`src/hdl/sfm_pkg.sv`:
```
package sfm_pkg;

  localparam int MAX_PATTERN_BYTES = 32;
  localparam int MAX_TEXT_BYTES    = 65536;

  // Pattern storage as seen through the register file
  localparam int PATTERN_WORDS = 4;
  localparam int WORD_BYTES    = 8;
  localparam int REG_BYTES     = PATTERN_WORDS * WORD_BYTES;
  localparam int PIDX_W        = $clog2(REG_BYTES);

  localparam int LEN_W  = 6;
  localparam int POS_W  = $clog2(MAX_TEXT_BYTES) + 1;
  localparam int OFF_W  = 16;
  localparam int DATA_W = 64;
  localparam int ADDR_W = 6;
  localparam int REG_W  = 3;

  typedef enum logic [REG_W-1:0] {
    REG_PATTERN_LENGTH = 3'd0,
    REG_PATTERN_0_7    = 3'd1,
    REG_PATTERN_8_15   = 3'd2,
    REG_PATTERN_16_23  = 3'd3,
    REG_PATTERN_24_31  = 3'd4
  } sfm_reg_t;

  typedef struct packed {
    logic [7:0] text_byte;
    logic       last_of_text;
    logic       empty_text;
  } sfm_in_t;

  typedef struct packed {
    logic             found;
    logic [OFF_W-1:0] match_offset;
    logic             text_overflow;
  } sfm_out_t;

  // Item handed from the cell row to the match tracker
  typedef struct packed {
    logic last_of_text;
    logic empty_text;
    logic all_eq;
  } sfm_stage_t;

endpackage

```
`src/hdl/sfm_cell.sv`:
```
module sfm_cell
  import sfm_pkg::*;
(
  input  logic       clk,
  input  logic       shift_en,
  input  logic [7:0] byte_in,
  input  logic [7:0] pat_byte,
  input  logic       active,
  output logic [7:0] byte_out,
  output logic       eq
);

  // Window byte and the compare of the byte entering this position
  always_ff @(posedge clk) begin
    if (shift_en) begin
      byte_out <= byte_in;
      eq       <= !active || (byte_in == pat_byte);
    end
  end

endmodule

```
`src/hdl/sfm_tracker.sv`:
```
module sfm_tracker
  import sfm_pkg::*;
(
  input  logic             clk,
  input  logic             rst,
  input  logic             move,
  input  sfm_stage_t       item,
  input  logic [LEN_W-1:0] pattern_length,
  input  logic             out_free,
  output logic             out_valid,
  output sfm_out_t         out_data
);

  logic [POS_W-1:0] bytes_seen, bytes_seen_next;
  logic             match_seen, match_seen_next;
  logic [OFF_W-1:0] first_offset, first_offset_next;
  logic             overflow_seen, overflow_seen_next;

  logic [POS_W-1:0] pos1;
  logic [POS_W-1:0] len_ext;
  logic [POS_W-1:0] start;
  logic             in_range;
  logic             hit;
  logic             text_end;
  sfm_out_t         result;

  assign len_ext  = POS_W'(pattern_length);
  assign pos1     = bytes_seen + POS_W'(1);
  assign start    = pos1 - len_ext;
  assign in_range = bytes_seen < POS_W'(MAX_TEXT_BYTES);
  assign hit      = !match_seen && (pattern_length != '0)
                    && (pattern_length <= LEN_W'(MAX_PATTERN_BYTES))
                    && (pos1 >= len_ext) && item.all_eq;
  assign text_end = move && (item.last_of_text || item.empty_text);

  always_comb begin
    bytes_seen_next    = bytes_seen;
    match_seen_next    = match_seen;
    first_offset_next  = first_offset;
    overflow_seen_next = overflow_seen;
    if (move && !item.empty_text) begin
      if (in_range) begin
        bytes_seen_next = pos1;
        if (hit) begin
          match_seen_next   = 1'b1;
          first_offset_next = start[OFF_W-1:0];
        end
      end else begin
        overflow_seen_next = 1'b1;
      end
    end

    result.found         = (pattern_length == '0) || match_seen_next;
    result.match_offset  = (pattern_length != '0 && match_seen_next) ? first_offset_next : '0;
    result.text_overflow = overflow_seen_next;

    if (text_end) begin
      bytes_seen_next    = '0;
      match_seen_next    = 1'b0;
      first_offset_next  = '0;
      overflow_seen_next = 1'b0;
    end
  end

  always_ff @(posedge clk) begin
    if (rst) begin
      bytes_seen    <= '0;
      match_seen    <= 1'b0;
      first_offset  <= '0;
      overflow_seen <= 1'b0;
      out_valid     <= 1'b0;
    end else begin
      bytes_seen    <= bytes_seen_next;
      match_seen    <= match_seen_next;
      first_offset  <= first_offset_next;
      overflow_seen <= overflow_seen_next;
      if (out_free) begin
        out_valid <= text_end;
      end
    end
  end

  always_ff @(posedge clk) begin
    if (out_free && text_end) begin
      out_data <= result;
    end
  end

endmodule

```
`src/hdl/substring_first_match_finder.sv`:
```
// Streaming first-match substring search. Text arrives one byte per transaction on
// the input channel; a transaction with last_of_text (or empty_text) closes the text
// and produces exactly one result transaction: found, the start offset of the first
// occurrence and an overflow flag for texts longer than 65536 bytes. The pattern
// (0 to 32 bytes) and its length must be set over the APB port while the block is
// idle; the block does not enforce this. Registers sit at 8-byte spacing, 64-bit
// data. Throughput is one byte per clock while the input is not stalled: the byte
// enters a row of 32 cells that shifts the window and compares every position
// against the length-aligned pattern byte in the same edge, and the match tracker
// folds the registered flags into the per-text state as the compare stage moves on,
// loading the result register for a closing one. The input stalls only while a
// text-closing transaction waits in the compare stage behind an unaccepted result.
module substring_first_match_finder
  import sfm_pkg::*;
(
  input  logic              clk,
  input  logic              rst,
  // text input
  input  logic              in_valid,
  output logic              in_stall,
  input  sfm_in_t           in_data,
  // result output
  output logic              out_valid,
  input  logic              out_stall,
  output sfm_out_t          out_data,
  // configuration
  input  logic              psel,
  input  logic              penable,
  input  logic              pwrite,
  input  logic [ADDR_W-1:0] paddr,
  input  logic [DATA_W-1:0] pwdata,
  output logic [DATA_W-1:0] prdata,
  output logic              pready
);

  // ---------------- configuration registers ----------------
  logic [LEN_W-1:0]  pattern_length;
  logic [DATA_W-1:0] pattern_words [PATTERN_WORDS];
  sfm_reg_t          reg_sel;
  logic              cfg_write;

  assign pready    = 1'b1;
  assign reg_sel   = sfm_reg_t'(paddr[ADDR_W-1:3]);
  assign cfg_write = psel && penable && pwrite && pready;

  always_ff @(posedge clk) begin
    if (rst) begin
      pattern_length <= '0;
      for (int w = 0; w < PATTERN_WORDS; w++) begin
        pattern_words[w] <= '0;
      end
    end else if (cfg_write) begin
      unique case (reg_sel)
        REG_PATTERN_LENGTH: pattern_length   <= pwdata[LEN_W-1:0];
        REG_PATTERN_0_7:    pattern_words[0] <= pwdata;
        REG_PATTERN_8_15:   pattern_words[1] <= pwdata;
        REG_PATTERN_16_23:  pattern_words[2] <= pwdata;
        REG_PATTERN_24_31:  pattern_words[3] <= pwdata;
        default: ;
      endcase
    end
  end

  always_comb begin
    unique case (reg_sel)
      REG_PATTERN_LENGTH: prdata = DATA_W'(pattern_length);
      REG_PATTERN_0_7:    prdata = pattern_words[0];
      REG_PATTERN_8_15:   prdata = pattern_words[1];
      REG_PATTERN_16_23:  prdata = pattern_words[2];
      REG_PATTERN_24_31:  prdata = pattern_words[3];
      default:            prdata = '0;
    endcase
  end

  // pattern as a byte array, byte 0 lowest in word 0
  logic [7:0] pat_bytes [REG_BYTES];

  for (genvar k = 0; k < REG_BYTES; k++) begin : g_pat
    assign pat_bytes[k] = pattern_words[k / WORD_BYTES][(k % WORD_BYTES) * 8 +: 8];
  end

  // ---------------- handshake and compare stage ----------------
  logic       s1_valid;
  logic       s1_last;
  logic       s1_empty;
  logic       s1_end;
  logic       s1_move;
  logic       out_free;
  logic       in_accept;
  logic       shift_en;
  sfm_stage_t s1_item;

  assign out_free  = !out_valid || !out_stall;
  assign s1_end    = s1_last || s1_empty;
  // a text-closing transaction may only leave when the output register is free
  assign s1_move   = s1_valid && (!s1_end || out_free);
  assign in_stall  = s1_valid && !s1_move;
  assign in_accept = in_valid && !in_stall;
  assign shift_en  = in_accept && !in_data.empty_text;

  always_ff @(posedge clk) begin
    if (rst) begin
      s1_valid <= 1'b0;
    end else begin
      s1_valid <= in_accept || (s1_valid && !s1_move);
    end
  end

  always_ff @(posedge clk) begin
    if (in_accept) begin
      s1_last  <= in_data.last_of_text;
      s1_empty <= in_data.empty_text;
    end
  end

  // ---------------- cell row ----------------
  // Cell j holds window byte j (0 = newest) and flags whether the byte shifted into
  // it equals pattern byte (len-1-j); cells at or beyond len always agree.
  logic [7:0]                   win   [MAX_PATTERN_BYTES];
  logic [MAX_PATTERN_BYTES-1:0] eq;

  for (genvar j = 0; j < MAX_PATTERN_BYTES; j++) begin : g_cell
    logic [7:0]       byte_in;
    logic [LEN_W-1:0] pidx;
    logic             active;

    if (j == 0) begin : g_head
      assign byte_in = in_data.text_byte;
    end else begin : g_body
      assign byte_in = win[j-1];
    end

    assign pidx   = pattern_length - LEN_W'(1) - LEN_W'(j);
    assign active = LEN_W'(j) < pattern_length;

    sfm_cell u_cell (
      .clk      (clk),
      .shift_en (shift_en),
      .byte_in  (byte_in),
      .pat_byte (pat_bytes[pidx[PIDX_W-1:0]]),
      .active   (active),
      .byte_out (win[j]),
      .eq       (eq[j])
    );
  end

  assign s1_item.last_of_text = s1_last;
  assign s1_item.empty_text   = s1_empty;
  assign s1_item.all_eq       = &eq;

  // ---------------- per-text match tracking and result register ----------------
  sfm_tracker u_tracker (
    .clk            (clk),
    .rst            (rst),
    .move           (s1_move),
    .item           (s1_item),
    .pattern_length (pattern_length),
    .out_free       (out_free),
    .out_valid      (out_valid),
    .out_data       (out_data)
  );

  // ---------------- assertions ----------------
  a_stall_only_when_full: assert property (@(posedge clk) disable iff (rst)
    in_stall |-> s1_valid && s1_end && out_valid && out_stall)
    else $error("input stalled without a blocked closing transaction");

  a_accept_fills_stage: assert property (@(posedge clk) disable iff (rst)
    in_valid && !in_stall |=> s1_valid)
    else $error("accepted transaction lost before compare stage");

  a_offset_zero_when_missing: assert property (@(posedge clk) disable iff (rst)
    out_valid && !out_data.found |-> out_data.match_offset == '0)
    else $error("nonzero offset on a miss");

  a_empty_pattern_found: assert property (@(posedge clk) disable iff (rst)
    s1_move && s1_end && pattern_length == '0 && out_free |=> out_valid && out_data.found)
    else $error("empty pattern not reported as found");

endmodule
```
`config.mk`:
```
export PLATFORM = sky130hd
export DESIGN_NAME = substring_first_match_finder
export DESIGN_NICKNAME = d
export VERILOG_FILES = /design/src/hdl/sfm_pkg.sv /design/src/hdl/sfm_cell.sv /design/src/hdl/sfm_tracker.sv /design/src/hdl/substring_first_match_finder.sv
export SDC_FILE = /design/constraint.sdc
export NUM_CORES = 2
export LEC_CHECK = 0
export BUFFER_PORTS_ARGS = -buffer_cell sky130_fd_sc_hd__buf_4
export CAP_MARGIN = 20
export CORE_UTILIZATION = 24
export DETAILED_ROUTE_END_ITERATION = 6
export GPL_TIMING_DRIVEN = 0
export REMOVE_ABC_BUFFERS = 1
export SLEW_MARGIN = 10
export SYNTH_ARGS = -nofsm -noshare
export SYNTH_HDL_FRONTEND = slang
export SYNTH_SLANG_ARGS = --single-unit
```
`constraint.sdc`:
```
create_clock -name clk -period 26.6 [get_ports clk]
set_clock_uncertainty 0.1 [all_clocks]
set_input_delay 2.66 -clock clk [delete_from_list [all_inputs] [get_ports clk]]
set_output_delay 2.66 -clock clk [all_outputs]
set_load 0.05 [all_outputs]
```
==> summary.txt <==
============================================================================
Count of buffers from port buffering                                     167
H-tree lvl count                                                           3
Cell leakage power                                                   17.8 nW
Arrival time worst endpoint                                          8370 ps
DRT iter0 DRCs                                                         3,646
Worst-case headroom to the max-slew limit                              16.7%
Run status                                                      complete, no violations
Area overhead of the layout relative to synthesis                      17.7%
Critical Path, Cell by Cell                                     inv_8 -> buf_16 -> ha_4 -> xnor2_4 -> buf_12 -> clkinv_2 -> ha_1 -> nor3_1 -> nor4_2 -> buf_4 -> nor2_4 -> buf_16 -> mux2i_1 -> xor2_1 -> and4b_1 -> a41oi_1 -> o221ai_1
Power density over the cells                                     54.5 nW/µm²
TritonCTS clock tree                                                     yes
Int Pwr                                                              1.83 mW
Commonest non-fill, non-tap cells in the layout                 sky130_fd_sc_hd__mux2i_1, sky130_fd_sc_hd__edfxtp_1, sky130_fd_sc_hd__xor2_1
Post-DRT Antenna Nets                                                      0
Data required time at the worst endpoint                           26,830 ps
Syn Inst Count                                                         3,569
Critical path peak fanout                                                 80
Critical path's largest stage delay                                   750 ps
Average vias per placed instance                                        5.14
End-of-flow core utilization                                           28.5%
Max clock buf depth                                                        3
Total routing resource utilization after global routing                18.3%
Critical path start-end classification                          flip-flop to flip-flop
Std cell rows                                                            152
Final worst-path cycle share                                           30.6%
Placed wire-length estimate after detailed placement              131,000 µm
Die Outline Area                                                 174,000 µm²
Critical path capture point type                                   flip-flop
Clock latency on the worst-skew pair                                  690 ps
Hold violation count in the final report                                   0
Share of post-route cells with drive strength above 1                  17.4%
Final Setup Violations                                                     0
Largest net degree at the start of global routing                         81
Clock Power Share                                                      38.4%
Most common library cell in the layout ignoring fill and taps   sky130_fd_sc_hd__mux2i_1
Time the worst path needs with I/O delays and setup                  8140 ps
Die Span Y                                                            418 µm
Area of the placeable core                                       172,000 µm²
Synth Cell Area                                                   41,500 µm²
Worst vdd ir                                                         43.0 µV
Slowest stage cell on the critical path                         sky130_fd_sc_hd__nor3_1
Remaining routing DRC violations                                           0
Number of nets in the layout                                           3,794
First-pass GRT wire length                                        228,000 µm
Worst min path class                                            flip-flop to flip-flop
Highest achievable clock rate                                        123 MHz
# hold bufs at CTS                                                         0
Yosys warns                                                                0
Logic pwr share                                                        19.5%
Startpoint type of the worst setup path                            flip-flop
Count of inserted antenna diode cells                                      0
Die boundary width                                                    418 µm
Most common cell on crit path                                   sky130_fd_sc_hd__buf_16
Synthesis-stage register bit count                                       599
Grt ovf                                                                    0
Fraction of registers with async set or reset after synthesis             0%
Sw Share                                                               31.3%
Setup TNS Final                                                         0 ps
Routability Congestion                                                  1.07
Number of max-capacitance violations reported                              0
DR vias                                                               31,200
Final instance count without filler cells                              6,055
RSZ-0062 raised after global routing                                      no
Total placed cells including tap cells                                 5,915
CP top delay family                                             buffers and inverters
Drt total wl                                                      165,000 µm
Average instance area after synthesis                               11.6 µm²
Psw                                                                 0.832 mW
Initial antenna violation count                                            4
# clock sinks                                                            599
Initial cell density of the core                                       24.2%
Post-synth cell types                                                     75
CTS-repair resized insts                                                   0
Number of synthesized flops with an enable pin                           556
Main flop type after synthesis                                  sky130_fd_sc_hd__edfxtp_1
Clk Tree Root Cell                                              sky130_fd_sc_hd__clkbuf_16
Sum of buffers and inverters on the critical path                          6
Number of buffers added by the clock tree synthesis step                  74
Reg clk slew, reported paths                                           60 ps
Count of TritonRoute iterations in the first routing pass                  5
Minimum hold slack                                                    370 ps
Reg power frac                                                         42.0%
Post-synthesis sequential area ratio                                   42.3%
Measured slew at the worst slew-check pin                            1240 ps
Via count of the first global-routing pass                            29,900
Top-level I/O count                                                      172
WL per Instance                                                      27.2 µm
Post-CTS setup buffers                                                     0
Number of max-slew violations in the final report                          0
============================================================================
[layer usage]
layer / GRT usage, % / up-vias / share of wire, %
met2: 30.4 / 1348 / 48
met4: 7.52 / 4 / 4.5
li1: - / 13600 / -
met5: 0 / - / 0.017
met1: 23.3 / 15900 / 40
met3: 3.52 / 257 / 8.0
[cells in the mapped netlist, drive strengths merged (6+ instances only)]
cell,number,area share (%)
nand4,84,1.3
nor4,31,0.47
nor2b,25,0.38
a31oi,19,0.29
clkbuf,109,0.99
and2,266,4.0
or3,9,0.15
mux4,158,8.6
xnor2,208,4.5
nor2,146,1.3
dfxtp,43,2.1
nor3b,9,0.19
o21ai,101,1.2
xor2,267,5.6
a22oi,116,2.1
or4,8,0.14
a211oi,31,0.56
mux2,54,1.5
o31ai,7,0.16
nor3,40,0.51
o22ai,17,0.26
nand3,32,0.39
mux2i,643,16
and3,8,0.12
nand4b,6,0.13
ha,21,0.63
edfxtp,556,40
buf,123,1.7
inv,22,0.20
nand2,253,2.3
a21oi,86,1.0
[power by group through the flow]
stage / sequential (mW) / clock [mW] / combinational, mW
global placement: 1.15 / 0 / 0.500
global route: 1.12 / 1.07 / 0.537
floorplan: 1.13 / 0 / 0.304
CTS: 1.12 / 1.03 / 0.511
finish: 1.12 / 1.02 / 0.520
detailed placement: 1.14 / 0 / 0.508
[through the flow]
| stage | area [µm²] | setup slack (ps) | total power [mW] |
|---|---|---|---|
| global route | 48800 | 18460 | 2.72 |
| CTS | 48800 | 18700 | 2.66 |
| finish | 48800 | 18460 | 2.66 |
| global placement | 44500 | -10260 | 1.65 |
| floorplan | 40400 | 2000 | 1.44 |
| detailed placement | 46400 | 18690 | 1.64 |
[flip-flops by register name, summed over array words and instances, names as in the netlist]
signal and cells:
pattern_words 256, g_cell.u_cell.byte_out 248, g_cell.u_cell.eq 32, u_tracker.out_data 18
u_tracker.bytes_seen 17, u_tracker.first_offset 16, pattern_length 6, s1_empty 1
s1_last 1, s1_valid 1, u_tracker.match_seen 1, u_tracker.out_valid 1
u_tracker.overflow_seen 1
[worst paths after layout]
check	endpoint	depth (start not counted)	from	slack, ps
worst max-delay path	g_cell[29].u_cell.eq	17	pattern_length[0]	18460
worst min-delay path	g_cell[25].u_cell.byte_out[2]	0	g_cell[24].u_cell.byte_out[2]	370
worst max register to register	g_cell[29].u_cell.eq	17	pattern_length[0]	18460
worst min register to register	g_cell[25].u_cell.byte_out[2]	0	g_cell[24].u_cell.byte_out[2]	370
[cell families after synthesis]
| kind of cell | Yosys count | share of synthesized area (%) |
|---|---|---|
| compound gates | 422 | 6.56 |
| other cells | 1 | 0.00904 |
| mux | 855 | 25.6 |
| simple gates | 936 | 11.7 |
| fa+ha+maj | 22 | 0.682 |
| buf+inv | 257 | 2.87 |
| xor+xnor | 477 | 10.3 |
| flops | 599 | 42.3 |
[layout make-up]
type | instances | area [µm²]
Timing Repair Buffer | 272 | 2870
Clock buffer | 90 | 1990
Fill cell | 17700 | 123000
Clock inverter | 46 | 387
Multi-Input combinational cell | 2713 | 23000
Tap cell | 2310 | 2890
Inverter | 25 | 105
Sequential cell | 599 | 17600
[worst reg2reg max path, stage by stage, from the launching register on]
cell	delay, ps
sky130_fd_sc_hd__dfxtp_4	660
sky130_fd_sc_hd__inv_8	300
sky130_fd_sc_hd__buf_16	330
sky130_fd_sc_hd__ha_4	580
sky130_fd_sc_hd__xnor2_4	430
sky130_fd_sc_hd__buf_12	260
sky130_fd_sc_hd__clkinv_2	720
sky130_fd_sc_hd__ha_1	660
sky130_fd_sc_hd__nor3_1	750
sky130_fd_sc_hd__nor4_2	220
sky130_fd_sc_hd__buf_4	250
sky130_fd_sc_hd__nor2_4	340
sky130_fd_sc_hd__buf_16	230
sky130_fd_sc_hd__mux2i_1	730
sky130_fd_sc_hd__xor2_1	160
sky130_fd_sc_hd__and4b_1	260
sky130_fd_sc_hd__a41oi_1	530
sky130_fd_sc_hd__o221ai_1	300
(Power assumes the default switching activity.)
